$ cat src/rtl/rrts_pkg.sv
package rrts_pkg;

  // Fixed field widths
  localparam int unsigned ID_W       = 8;
  localparam int unsigned IN_BURST_W = 16;
  localparam int unsigned STATUS_W   = 3;
  localparam int unsigned LEVEL_W    = 5;

  // Request kinds
  localparam logic CMD_ARRIVE = 1'b0;
  localparam logic CMD_TICK   = 1'b1;

  // Result status codes
  localparam logic [STATUS_W-1:0] ST_IDLE     = 3'd0;
  localparam logic [STATUS_W-1:0] ST_RAN      = 3'd1;
  localparam logic [STATUS_W-1:0] ST_FINISHED = 3'd2;
  localparam logic [STATUS_W-1:0] ST_QUEUED   = 3'd3;
  localparam logic [STATUS_W-1:0] ST_DROPPED  = 3'd4;

  // Per-cycle operation on the ready queue.
  // park_push: hold the park data at the tail slot in a side register and
  // write the write data one slot behind it (two entries in, one write).
  typedef struct packed {
    logic pop;
    logic push;
    logic park_push;
  } rrts_qcmd_t;

endpackage

$ cat src/rtl/rrts_ready_queue.sv
module rrts_ready_queue import rrts_pkg::*; #(
  parameter int unsigned DEPTH      = 16,
  parameter int unsigned BURST_BITS = 16,
  localparam int unsigned IDX_W     = $clog2(DEPTH),
  localparam int unsigned CNT_W     = $clog2(DEPTH + 1)
) (
  input  logic                  clk,
  input  logic                  rst_n,
  input  rrts_qcmd_t            cmd,
  input  logic [ID_W-1:0]       wr_id,
  input  logic [BURST_BITS-1:0] wr_left,
  input  logic [ID_W-1:0]       park_id,
  input  logic [BURST_BITS-1:0] park_left,
  output logic [ID_W-1:0]       head_id,
  output logic [BURST_BITS-1:0] head_left,
  output logic [CNT_W-1:0]      count
);

  logic [ID_W-1:0]       id_mem   [DEPTH];
  logic [BURST_BITS-1:0] left_mem [DEPTH];

  logic [IDX_W-1:0]      head_r, head_nxt;
  logic [IDX_W-1:0]      tail_r, tail_nxt;
  logic [CNT_W-1:0]      count_r, count_nxt;
  logic                  park_vld_r, park_vld_nxt;
  logic [IDX_W-1:0]      park_slot_r;
  logic [ID_W-1:0]       park_id_r;
  logic [BURST_BITS-1:0] park_left_r;
  logic [ID_W-1:0]       rd_id_r;
  logic [BURST_BITS-1:0] rd_left_r;

  logic [IDX_W-1:0]      head_p1, tail_p1, tail_p2, wr_addr;
  logic                  wr_en, park_hit;

  function automatic logic [IDX_W-1:0] inc_idx(input logic [IDX_W-1:0] i);
    if (i == IDX_W'(DEPTH - 1)) begin
      return '0;
    end
    return i + 1'b1;
  endfunction

  assign head_p1  = inc_idx(head_r);
  assign tail_p1  = inc_idx(tail_r);
  assign tail_p2  = inc_idx(tail_p1);
  assign wr_en    = cmd.push | cmd.park_push;
  assign wr_addr  = cmd.park_push ? tail_p1 : tail_r;
  assign park_hit = park_vld_r && (head_r == park_slot_r);

  assign head_nxt = cmd.pop ? head_p1 : head_r;

  always_comb begin
    priority if (cmd.park_push) begin
      tail_nxt = tail_p2;
    end else if (cmd.push) begin
      tail_nxt = tail_p1;
    end else begin
      tail_nxt = tail_r;
    end
  end

  assign count_nxt = count_r - CNT_W'(cmd.pop) + CNT_W'(cmd.push)
                     + (cmd.park_push ? CNT_W'(2) : CNT_W'(0));

  always_comb begin
    priority if (cmd.park_push) begin
      park_vld_nxt = 1'b1;
    end else if (cmd.pop && park_hit) begin
      park_vld_nxt = 1'b0;
    end else begin
      park_vld_nxt = park_vld_r;
    end
  end

  always_ff @(posedge clk) begin
    if (!rst_n) begin
      head_r     <= '0;
      tail_r     <= '0;
      count_r    <= '0;
      park_vld_r <= 1'b0;
    end else begin
      head_r     <= head_nxt;
      tail_r     <= tail_nxt;
      count_r    <= count_nxt;
      park_vld_r <= park_vld_nxt;
    end
  end

  always_ff @(posedge clk) begin
    if (cmd.park_push) begin
      park_slot_r <= tail_r;
      park_id_r   <= park_id;
      park_left_r <= park_left;
    end
  end

  // Storage with one write port and one registered read port on the next head;
  // a same-cycle write to that slot is forwarded.
  always_ff @(posedge clk) begin
    if (wr_en) begin
      id_mem[wr_addr]   <= wr_id;
      left_mem[wr_addr] <= wr_left;
    end
    if (wr_en && (wr_addr == head_nxt)) begin
      rd_id_r   <= wr_id;
      rd_left_r <= wr_left;
    end else begin
      rd_id_r   <= id_mem[head_nxt];
      rd_left_r <= left_mem[head_nxt];
    end
  end

  assign head_id   = park_hit ? park_id_r   : rd_id_r;
  assign head_left = park_hit ? park_left_r : rd_left_r;
  assign count     = count_r;

endmodule

$ cat src/rtl/round_robin_tick_scheduler_core.sv
// Channel   Ports                                               Accepted when
// --------  --------------------------------------------------  -------------------------
// request   in_valid, in_stall, in_command, in_job_id,          in_valid && !in_stall
//           in_burst_length
// result    out_valid, out_stall, out_status, out_job_id_out,   out_valid && !out_stall
//           out_queue_level
//
// One request per cycle sustained while out_stall is low; a taken request waits in the
// request register, is processed from there, and its result is held in the result register
// until taken. Processing is a single pass from the request register through the ready queue
// (one write port, one registered head read) into the result register.
// rst_n is synchronous and active low; queue storage needs no clearing pass.
// out_stall holds a valid result in the result register and, only when a request is also
// waiting in the request register, raises in_stall in the same cycle.
module round_robin_tick_scheduler_core import rrts_pkg::*; #(
  parameter int unsigned QUEUE_DEPTH = 16,
  parameter int unsigned BURST_BITS  = 16
) (
  input  logic                  clk,
  input  logic                  rst_n,
  input  logic                  in_valid,
  output logic                  in_stall,
  input  logic                  in_command,
  input  logic [ID_W-1:0]       in_job_id,
  input  logic [IN_BURST_W-1:0] in_burst_length,
  output logic                  out_valid,
  input  logic                  out_stall,
  output logic [STATUS_W-1:0]   out_status,
  output logic [ID_W-1:0]       out_job_id_out,
  output logic [LEVEL_W-1:0]    out_queue_level
);

  localparam int unsigned CNT_W = $clog2(QUEUE_DEPTH + 1);

  // Request register
  logic                  in_vld_r;
  logic                  in_cmd_r;
  logic [ID_W-1:0]       in_id_r;
  logic [BURST_BITS-1:0] in_burst_r;

  // Running slot
  logic                  run_vld_r, run_vld_nxt;
  logic [ID_W-1:0]       run_id_r, run_id_nxt;
  logic [BURST_BITS-1:0] run_left_r, run_left_nxt;

  // Result register
  logic                  out_vld_r;
  logic [STATUS_W-1:0]   out_status_r, status_nxt;
  logic [ID_W-1:0]       out_id_r, id_nxt;
  logic [LEVEL_W-1:0]    out_level_r;
  logic [CNT_W-1:0]      level_cnt;

  // Ready queue interface
  rrts_qcmd_t            qcmd;
  logic [ID_W-1:0]       q_wr_id, q_head_id;
  logic [BURST_BITS-1:0] q_wr_left, q_head_left;
  logic [CNT_W-1:0]      q_count;

  // Tick helpers
  logic                  go;
  logic                  has_wait, rot, cur_vld, requeue;
  logic [ID_W-1:0]       cur_id;
  logic [BURST_BITS-1:0] cur_left, cur_dec;
  logic [CNT_W-1:0]      cnt_mid;

  // Process the held request whenever the result register is free or draining.
  assign go       = in_vld_r && (!out_vld_r || !out_stall);
  assign in_stall = in_vld_r && !go;

  always_ff @(posedge clk) begin
    if (!rst_n) begin
      in_vld_r <= 1'b0;
    end else if (!in_stall) begin
      in_vld_r <= in_valid;
    end
  end

  always_ff @(posedge clk) begin
    if (!in_stall) begin
      in_cmd_r   <= in_command;
      in_id_r    <= in_job_id;
      in_burst_r <= BURST_BITS'(in_burst_length);
    end
  end

  // A held job at tick start rotates with the head whenever jobs are waiting;
  // otherwise an idle slot takes the head.
  assign has_wait = (q_count != '0);
  assign rot      = run_vld_r && has_wait;
  assign cur_vld  = run_vld_r || has_wait;
  assign cur_id   = has_wait ? q_head_id   : run_id_r;
  assign cur_left = has_wait ? q_head_left : run_left_r;
  assign cur_dec  = cur_left - BURST_BITS'(1);
  assign cnt_mid  = (!run_vld_r && has_wait) ? (q_count - CNT_W'(1)) : q_count;
  assign requeue  = (cnt_mid != '0) && (cnt_mid < CNT_W'(QUEUE_DEPTH));

  always_comb begin
    qcmd         = '0;
    q_wr_id      = in_id_r;
    q_wr_left    = in_burst_r;
    run_vld_nxt  = run_vld_r;
    run_id_nxt   = run_id_r;
    run_left_nxt = run_left_r;
    status_nxt   = ST_IDLE;
    id_nxt       = '0;
    level_cnt    = q_count;
    if (go) begin
      unique case (in_cmd_r)
        CMD_ARRIVE: begin
          id_nxt = in_id_r;
          if (q_count >= CNT_W'(QUEUE_DEPTH)) begin
            status_nxt = ST_DROPPED;
          end else begin
            qcmd.push  = 1'b1;
            status_nxt = ST_QUEUED;
            level_cnt  = q_count + CNT_W'(1);
          end
        end
        CMD_TICK: begin
          if (cur_vld) begin
            id_nxt     = cur_id;
            run_id_nxt = cur_id;
            qcmd.pop   = has_wait;
            level_cnt  = cnt_mid;
            if (cur_left <= BURST_BITS'(1)) begin
              // Finish: a rotated job still goes to the tail.
              status_nxt   = ST_FINISHED;
              run_vld_nxt  = 1'b0;
              run_left_nxt = '0;
              qcmd.push    = rot;
              q_wr_id      = run_id_r;
              q_wr_left    = run_left_r;
            end else begin
              status_nxt   = ST_RAN;
              run_left_nxt = cur_dec;
              if (requeue) begin
                // Requeue behind others; a rotated job parks one slot ahead.
                run_vld_nxt    = 1'b0;
                level_cnt      = cnt_mid + CNT_W'(1);
                q_wr_id        = cur_id;
                q_wr_left      = cur_dec;
                qcmd.push      = !rot;
                qcmd.park_push = rot;
              end else begin
                // Hold the job running: queue empty or full.
                run_vld_nxt = 1'b1;
                qcmd.push   = rot;
                q_wr_id     = run_id_r;
                q_wr_left   = run_left_r;
              end
            end
          end
        end
      endcase
    end
  end

  rrts_ready_queue #(
    .DEPTH      (QUEUE_DEPTH),
    .BURST_BITS (BURST_BITS)
  ) u_queue (
    .clk       (clk),
    .rst_n     (rst_n),
    .cmd       (qcmd),
    .wr_id     (q_wr_id),
    .wr_left   (q_wr_left),
    .park_id   (run_id_r),
    .park_left (run_left_r),
    .head_id   (q_head_id),
    .head_left (q_head_left),
    .count     (q_count)
  );

  always_ff @(posedge clk) begin
    if (!rst_n) begin
      run_vld_r  <= 1'b0;
      run_id_r   <= '0;
      run_left_r <= '0;
    end else if (go) begin
      run_vld_r  <= run_vld_nxt;
      run_id_r   <= run_id_nxt;
      run_left_r <= run_left_nxt;
    end
  end

  always_ff @(posedge clk) begin
    if (!rst_n) begin
      out_vld_r <= 1'b0;
    end else if (go) begin
      out_vld_r <= 1'b1;
    end else if (!out_stall) begin
      out_vld_r <= 1'b0;
    end
  end

  always_ff @(posedge clk) begin
    if (go) begin
      out_status_r <= status_nxt;
      out_id_r     <= id_nxt;
      out_level_r  <= LEVEL_W'(level_cnt);
    end
  end

  assign out_valid       = out_vld_r;
  assign out_status      = out_status_r;
  assign out_job_id_out  = out_id_r;
  assign out_queue_level = out_level_r;

  // An arrival never touches the running slot.
  a_arrive_keeps_running: assert property (@(posedge clk) disable iff (!rst_n)
    go && (in_cmd_r == CMD_ARRIVE) |=> $stable(run_vld_r) && $stable(run_id_r))
    else $error("arrival changed the running slot");

  // A finished job leaves the running slot empty.
  a_finish_frees_slot: assert property (@(posedge clk) disable iff (!rst_n)
    go && (in_cmd_r == CMD_TICK) && (status_nxt == ST_FINISHED) |=> !run_vld_r)
    else $error("running slot still busy after finish");

  // An arrival is dropped only when the queue is full.
  a_drop_only_when_full: assert property (@(posedge clk) disable iff (!rst_n)
    go && (in_cmd_r == CMD_ARRIVE) && (q_count < CNT_W'(QUEUE_DEPTH))
    |=> out_status == ST_QUEUED)
    else $error("arrival dropped with room in the queue");

  // Back-pressure only comes from a held, stalled result.
  a_stall_cause: assert property (@(posedge clk) disable iff (!rst_n)
    in_stall |-> in_vld_r && out_vld_r && out_stall)
    else $error("request stalled without a stalled result");

endmodule

$ cat config.mk
export PLATFORM = sky130hd
export DESIGN_NAME = round_robin_tick_scheduler_core
export DESIGN_NICKNAME = d
export VERILOG_FILES = /design/src/rtl/rrts_pkg.sv /design/src/rtl/rrts_ready_queue.sv /design/src/rtl/round_robin_tick_scheduler_core.sv
export SDC_FILE = /design/constraint.sdc
export NUM_CORES = 1
export LEC_CHECK = 0
export BUFFER_PORTS_ARGS = -buffer_cell sky130_fd_sc_hd__buf_2
export CORE_MARGIN = 2
export CORE_UTILIZATION = 35
export DETAILED_ROUTE_END_ITERATION = 10
export SYNTH_ARGS = -nofsm -noshare
export SYNTH_HDL_FRONTEND = slang
export SYNTH_SLANG_ARGS = --single-unit
export TNS_END_PERCENT = 10
$ cat constraint.sdc
create_clock -name clk -period 9 [get_ports clk]
set_clock_uncertainty 0.2 [all_clocks]
set_input_delay 1.35 -clock clk [delete_from_list [all_inputs] [get_ports clk]]
set_output_delay 1.35 -clock clk [all_outputs]
set_load 0.02 [all_outputs]
==> impl_metrics.toml <==
[timing]
slew_violations = 0
setup_viol = 0
max_freq_mhz = 161
setup_slack_ns = 2.80
worstMarginPinSlew_ns = 1.27
setup_tns_ns = 0
finalHoldViolCount = 0
holdWs_ns = 0.288
rsz0062_at_grt = "no"
slew_headroom_pct = 14.6
finalCritPeriodShare_pct = 68.9
finalCriticalPeriod_ns = 6.20

[setup_path]
cpMostUsedCell = "nor2_4"
worstPathMaxFanout = 32
cp_num_cells = 11
cpPeakStageDelay_ns = 0.90
crit_path_start_kind = "register"
cpLargestDelayFamily = "simple AND/OR/NAND/NOR gates"
crit_type = "reg2reg"
crit_path_end_kind = "register"
cp_cell_sequence = "nor2b_1 > buf_4 > a22oi_1 > nand2_1 > a21oi_1 > ha_1 > o2111ai_1 > nor4_4 > nor2_4 > a22oi_2 > nor2_4"
arrival_ns = 6.20
crit_required_ns = 9.00
worst-r2r-cell-count = 11
ff2ff_setup_slack_ns = 2.80
slowest_stage = "nor2_4"
cp_num_buf_inv = 1

[clock_network]
worstSkewPairLatency_ns = 0.60
root_buffer = "clkbuf_16"
cts_tree = "done"
cts-resized-gates = 0
cts.sinks = 498
cts_htree_levels = 2
cts_made_buffers = 52
clk_pin_slew_ns = 0.06
post_cts_buffers = 0
cts_buffer_depth = 3
hold_buffers = 0

[global_routing]
grt.overflow.total = 0
grt_usage_pct = 16.5
antenna_found_initial = 0
grt_pass1_wl_mm = 75.1
grt_max_degree = 59
first_global_vias = 11546

[synth]
syn-num-nets = 1323
muxShareOfSynthArea_pct = 12.4
synth_xor_xnor_area_share_pct = 1.22
synth-edff-count = 453
syn_avg_cell_area_um2 = 16.3
synth_cells = 1273
async_flop_share_pct = 0
syn-cell-area_um2 = 20800
synth-simple-area-share_pct = 6.43
synth_compound_area_share_pct = 6.51
synth_fa_ha_area_share_pct = 1.30
synth_cell_types = 63
synth_warnings = 0
ys_ff_latch = 498
synth_top_family_by_area = "multiplexers"
yosysSeqAreaShare_pct = 69.8
synth_flop_cell = "edfxtp_1"

[status]
status = "finished clean"

[floorplan]
die-area_um2 = 61300
die_h_um = 248
io_pins = 47
die_w_um = 248
design.core.area_um2 = 58800
start_util_pct = 35.3
num_rows = 89

[detailed_routing]
drt-total-wl_mm = 50.3
wl_per_cell_um = 23.4
viasPerCell = 5.38
drc = 0
ant_nets = 0
first_pass_iters = 5
vias = 11553
drtIter0Drc = 1180

[flow_run]
max-cap-violations = 0

[pwr]
p_per_area_nw_per_um2 = 268
total_power_w = 0.00634
ir_drop_v = 0.000177
p_leak_nw = 7.54

[place]
preCtsSetupSlack_ns = 2.68
place_hpwl_mm = 30.5
routabilityCongestion = 0.855
portBuffers = 46

[layout]
nFillCells = 5337
nets = 1380
seq_area_um2 = 14500
drive_gt1_share_pct = 21.6
multi_input_area_um2 = 5940
syn2layout_area_growth_pct = 13.8

[min_path]
min_path_type = "reg2reg"
hold_depth = 2
==> cell type report <==
class | count | area share (%)
diodes | 1 | 0.0106
clock buffers | 66 | 5.99
clock inverters | 32 | 0.969
inverters | 33 | 0.524
multi-input cells | 670 | 25.1
flip-flops and latches | 498 | 61.4
well taps | 773 | 4.09
repair buffers | 75 | 1.90
==> worst reg2reg max path, stage by stage (launching register included) <==
cell	delay, ns
dfxtp_1	0.86
nor2b_1	0.87
buf_4	0.33
a22oi_1	0.09
nand2_1	0.17
a21oi_1	0.17
ha_1	0.32
o2111ai_1	0.44
nor4_4	0.17
nor2_4	0.86
a22oi_2	0.42
nor2_4	0.90
==> routing by layer <==
layer  vias up  track usage, %  wire length [µm]
met5         -               0                 0
li1       5099               -                 -
met3        83            3.13              3450
met2       408            26.3             23600
met1      5963            23.4             22100
met4         0            4.23              1110
==> synthesized netlist by cell type (all sizes together), types with 3 or more instances <==
cell    number  area share, %
a21o         8           0.29
a21oi       43            1.0
a221oi       5           0.21
a22o         8           0.34
a22oi       34            1.3
a31oi       14           0.42
a32o         3           0.14
and2        10           0.30
and3         3          0.090
buf         28           0.92
clkbuf      44           0.80
dfxtp       45            4.3
edfxtp     453             66
ha          20            1.2
inv         33           0.60
mux2         4           0.22
mux2i       18           0.89
mux4       104             11
nand2      128            2.3
nand2b       6           0.18
nand3       18           0.46
nand4        5           0.25
nor2        84            1.5
nor2b        8           0.24
nor3        11           0.27
nor3b        4           0.14
nor4         8           0.34
o211ai       3           0.11
o21a         5           0.18
o21ai       47            1.1
o31ai       15           0.54
xnor2       21           0.89
xor2         8           0.34
==> sequential cells by signal, indices dropped and copies added, names as in the netlist, 5 cells and up, named ones only <==
signal               flops
u_queue.id_mem         128
u_queue.park_id_r        8
out_job_id_out           8
u_queue.left_mem       256
u_queue.park_left_r     16
in_burst_r              16
u_queue.count            5
in_id_r                  8
run_id_r                 8
out_queue_level          5
run_left_r              16
==> placed cells by master, fill, tap and decap left out, drive strengths merged, types with 3 or more instances in the layout <==
cell / count
a221oi: 5
and3: 3
a32o: 3
a21oi: 43
buf: 75
nor3b: 4
xor2: 8
edfxtp: 453
and2: 10
dfxtp: 45
a21o: 8
a22oi: 34
nand3: 18
nor2: 84
nor4: 8
mux2: 4
inv: 39
mux4: 104
nand2: 128
o31ai: 15
clkbuf: 66
clkinvlp: 3
ha: 20
nand2b: 6
nand4: 5
xnor2: 21
a31oi: 14
o21ai: 47
mux2i: 18
nor3: 11
o211ai: 3
clkinv: 21
nor2b: 8
o21a: 5
a22o: 8
==> metrics by stage <==
stage          utilization (%)  area [µm²]  std cells
2_1_floorplan                -       20800       1273
3_3_place_gp              37.4       22000       2048
3_5_place_dp              37.4       22000       2048
4_1_cts                   40.2       23600       2146
5_1_grt                   40.2       23600       2147
6_report                  40.2       23600       2148
==> power by group <==
part | internal, W | total, W | switching [W]
sequential | 0.00268 | 0.00275 | 0.0000749
clock | 0.00118 | 0.00207 | 0.000897
combinational | 0.000519 | 0.00151 | 0.000994
total | 0.00437 | 0.00634 | 0.00197
==> worst paths after layout <==
path,start,to
worst max register to register,register,u_queue.left_mem[5][7]
worst max-delay path,register,u_queue.left_mem[5][7]
worst min-delay path,u_queue.park_vld_r,u_queue.park_vld_r
worst min register to register,u_queue.park_vld_r,u_queue.park_vld_r
==> logic make-up after synthesis <==
group	Yosys count
AND/OR/NAND/NOR	293
multiplexers	126
AO/OA/AOI/OAI	201
adder cells (fa/ha/maj)	21
XOR/XNOR	29
flip-flops	498
buffers and inverters	105
Power figures use the tool's default switching activity.
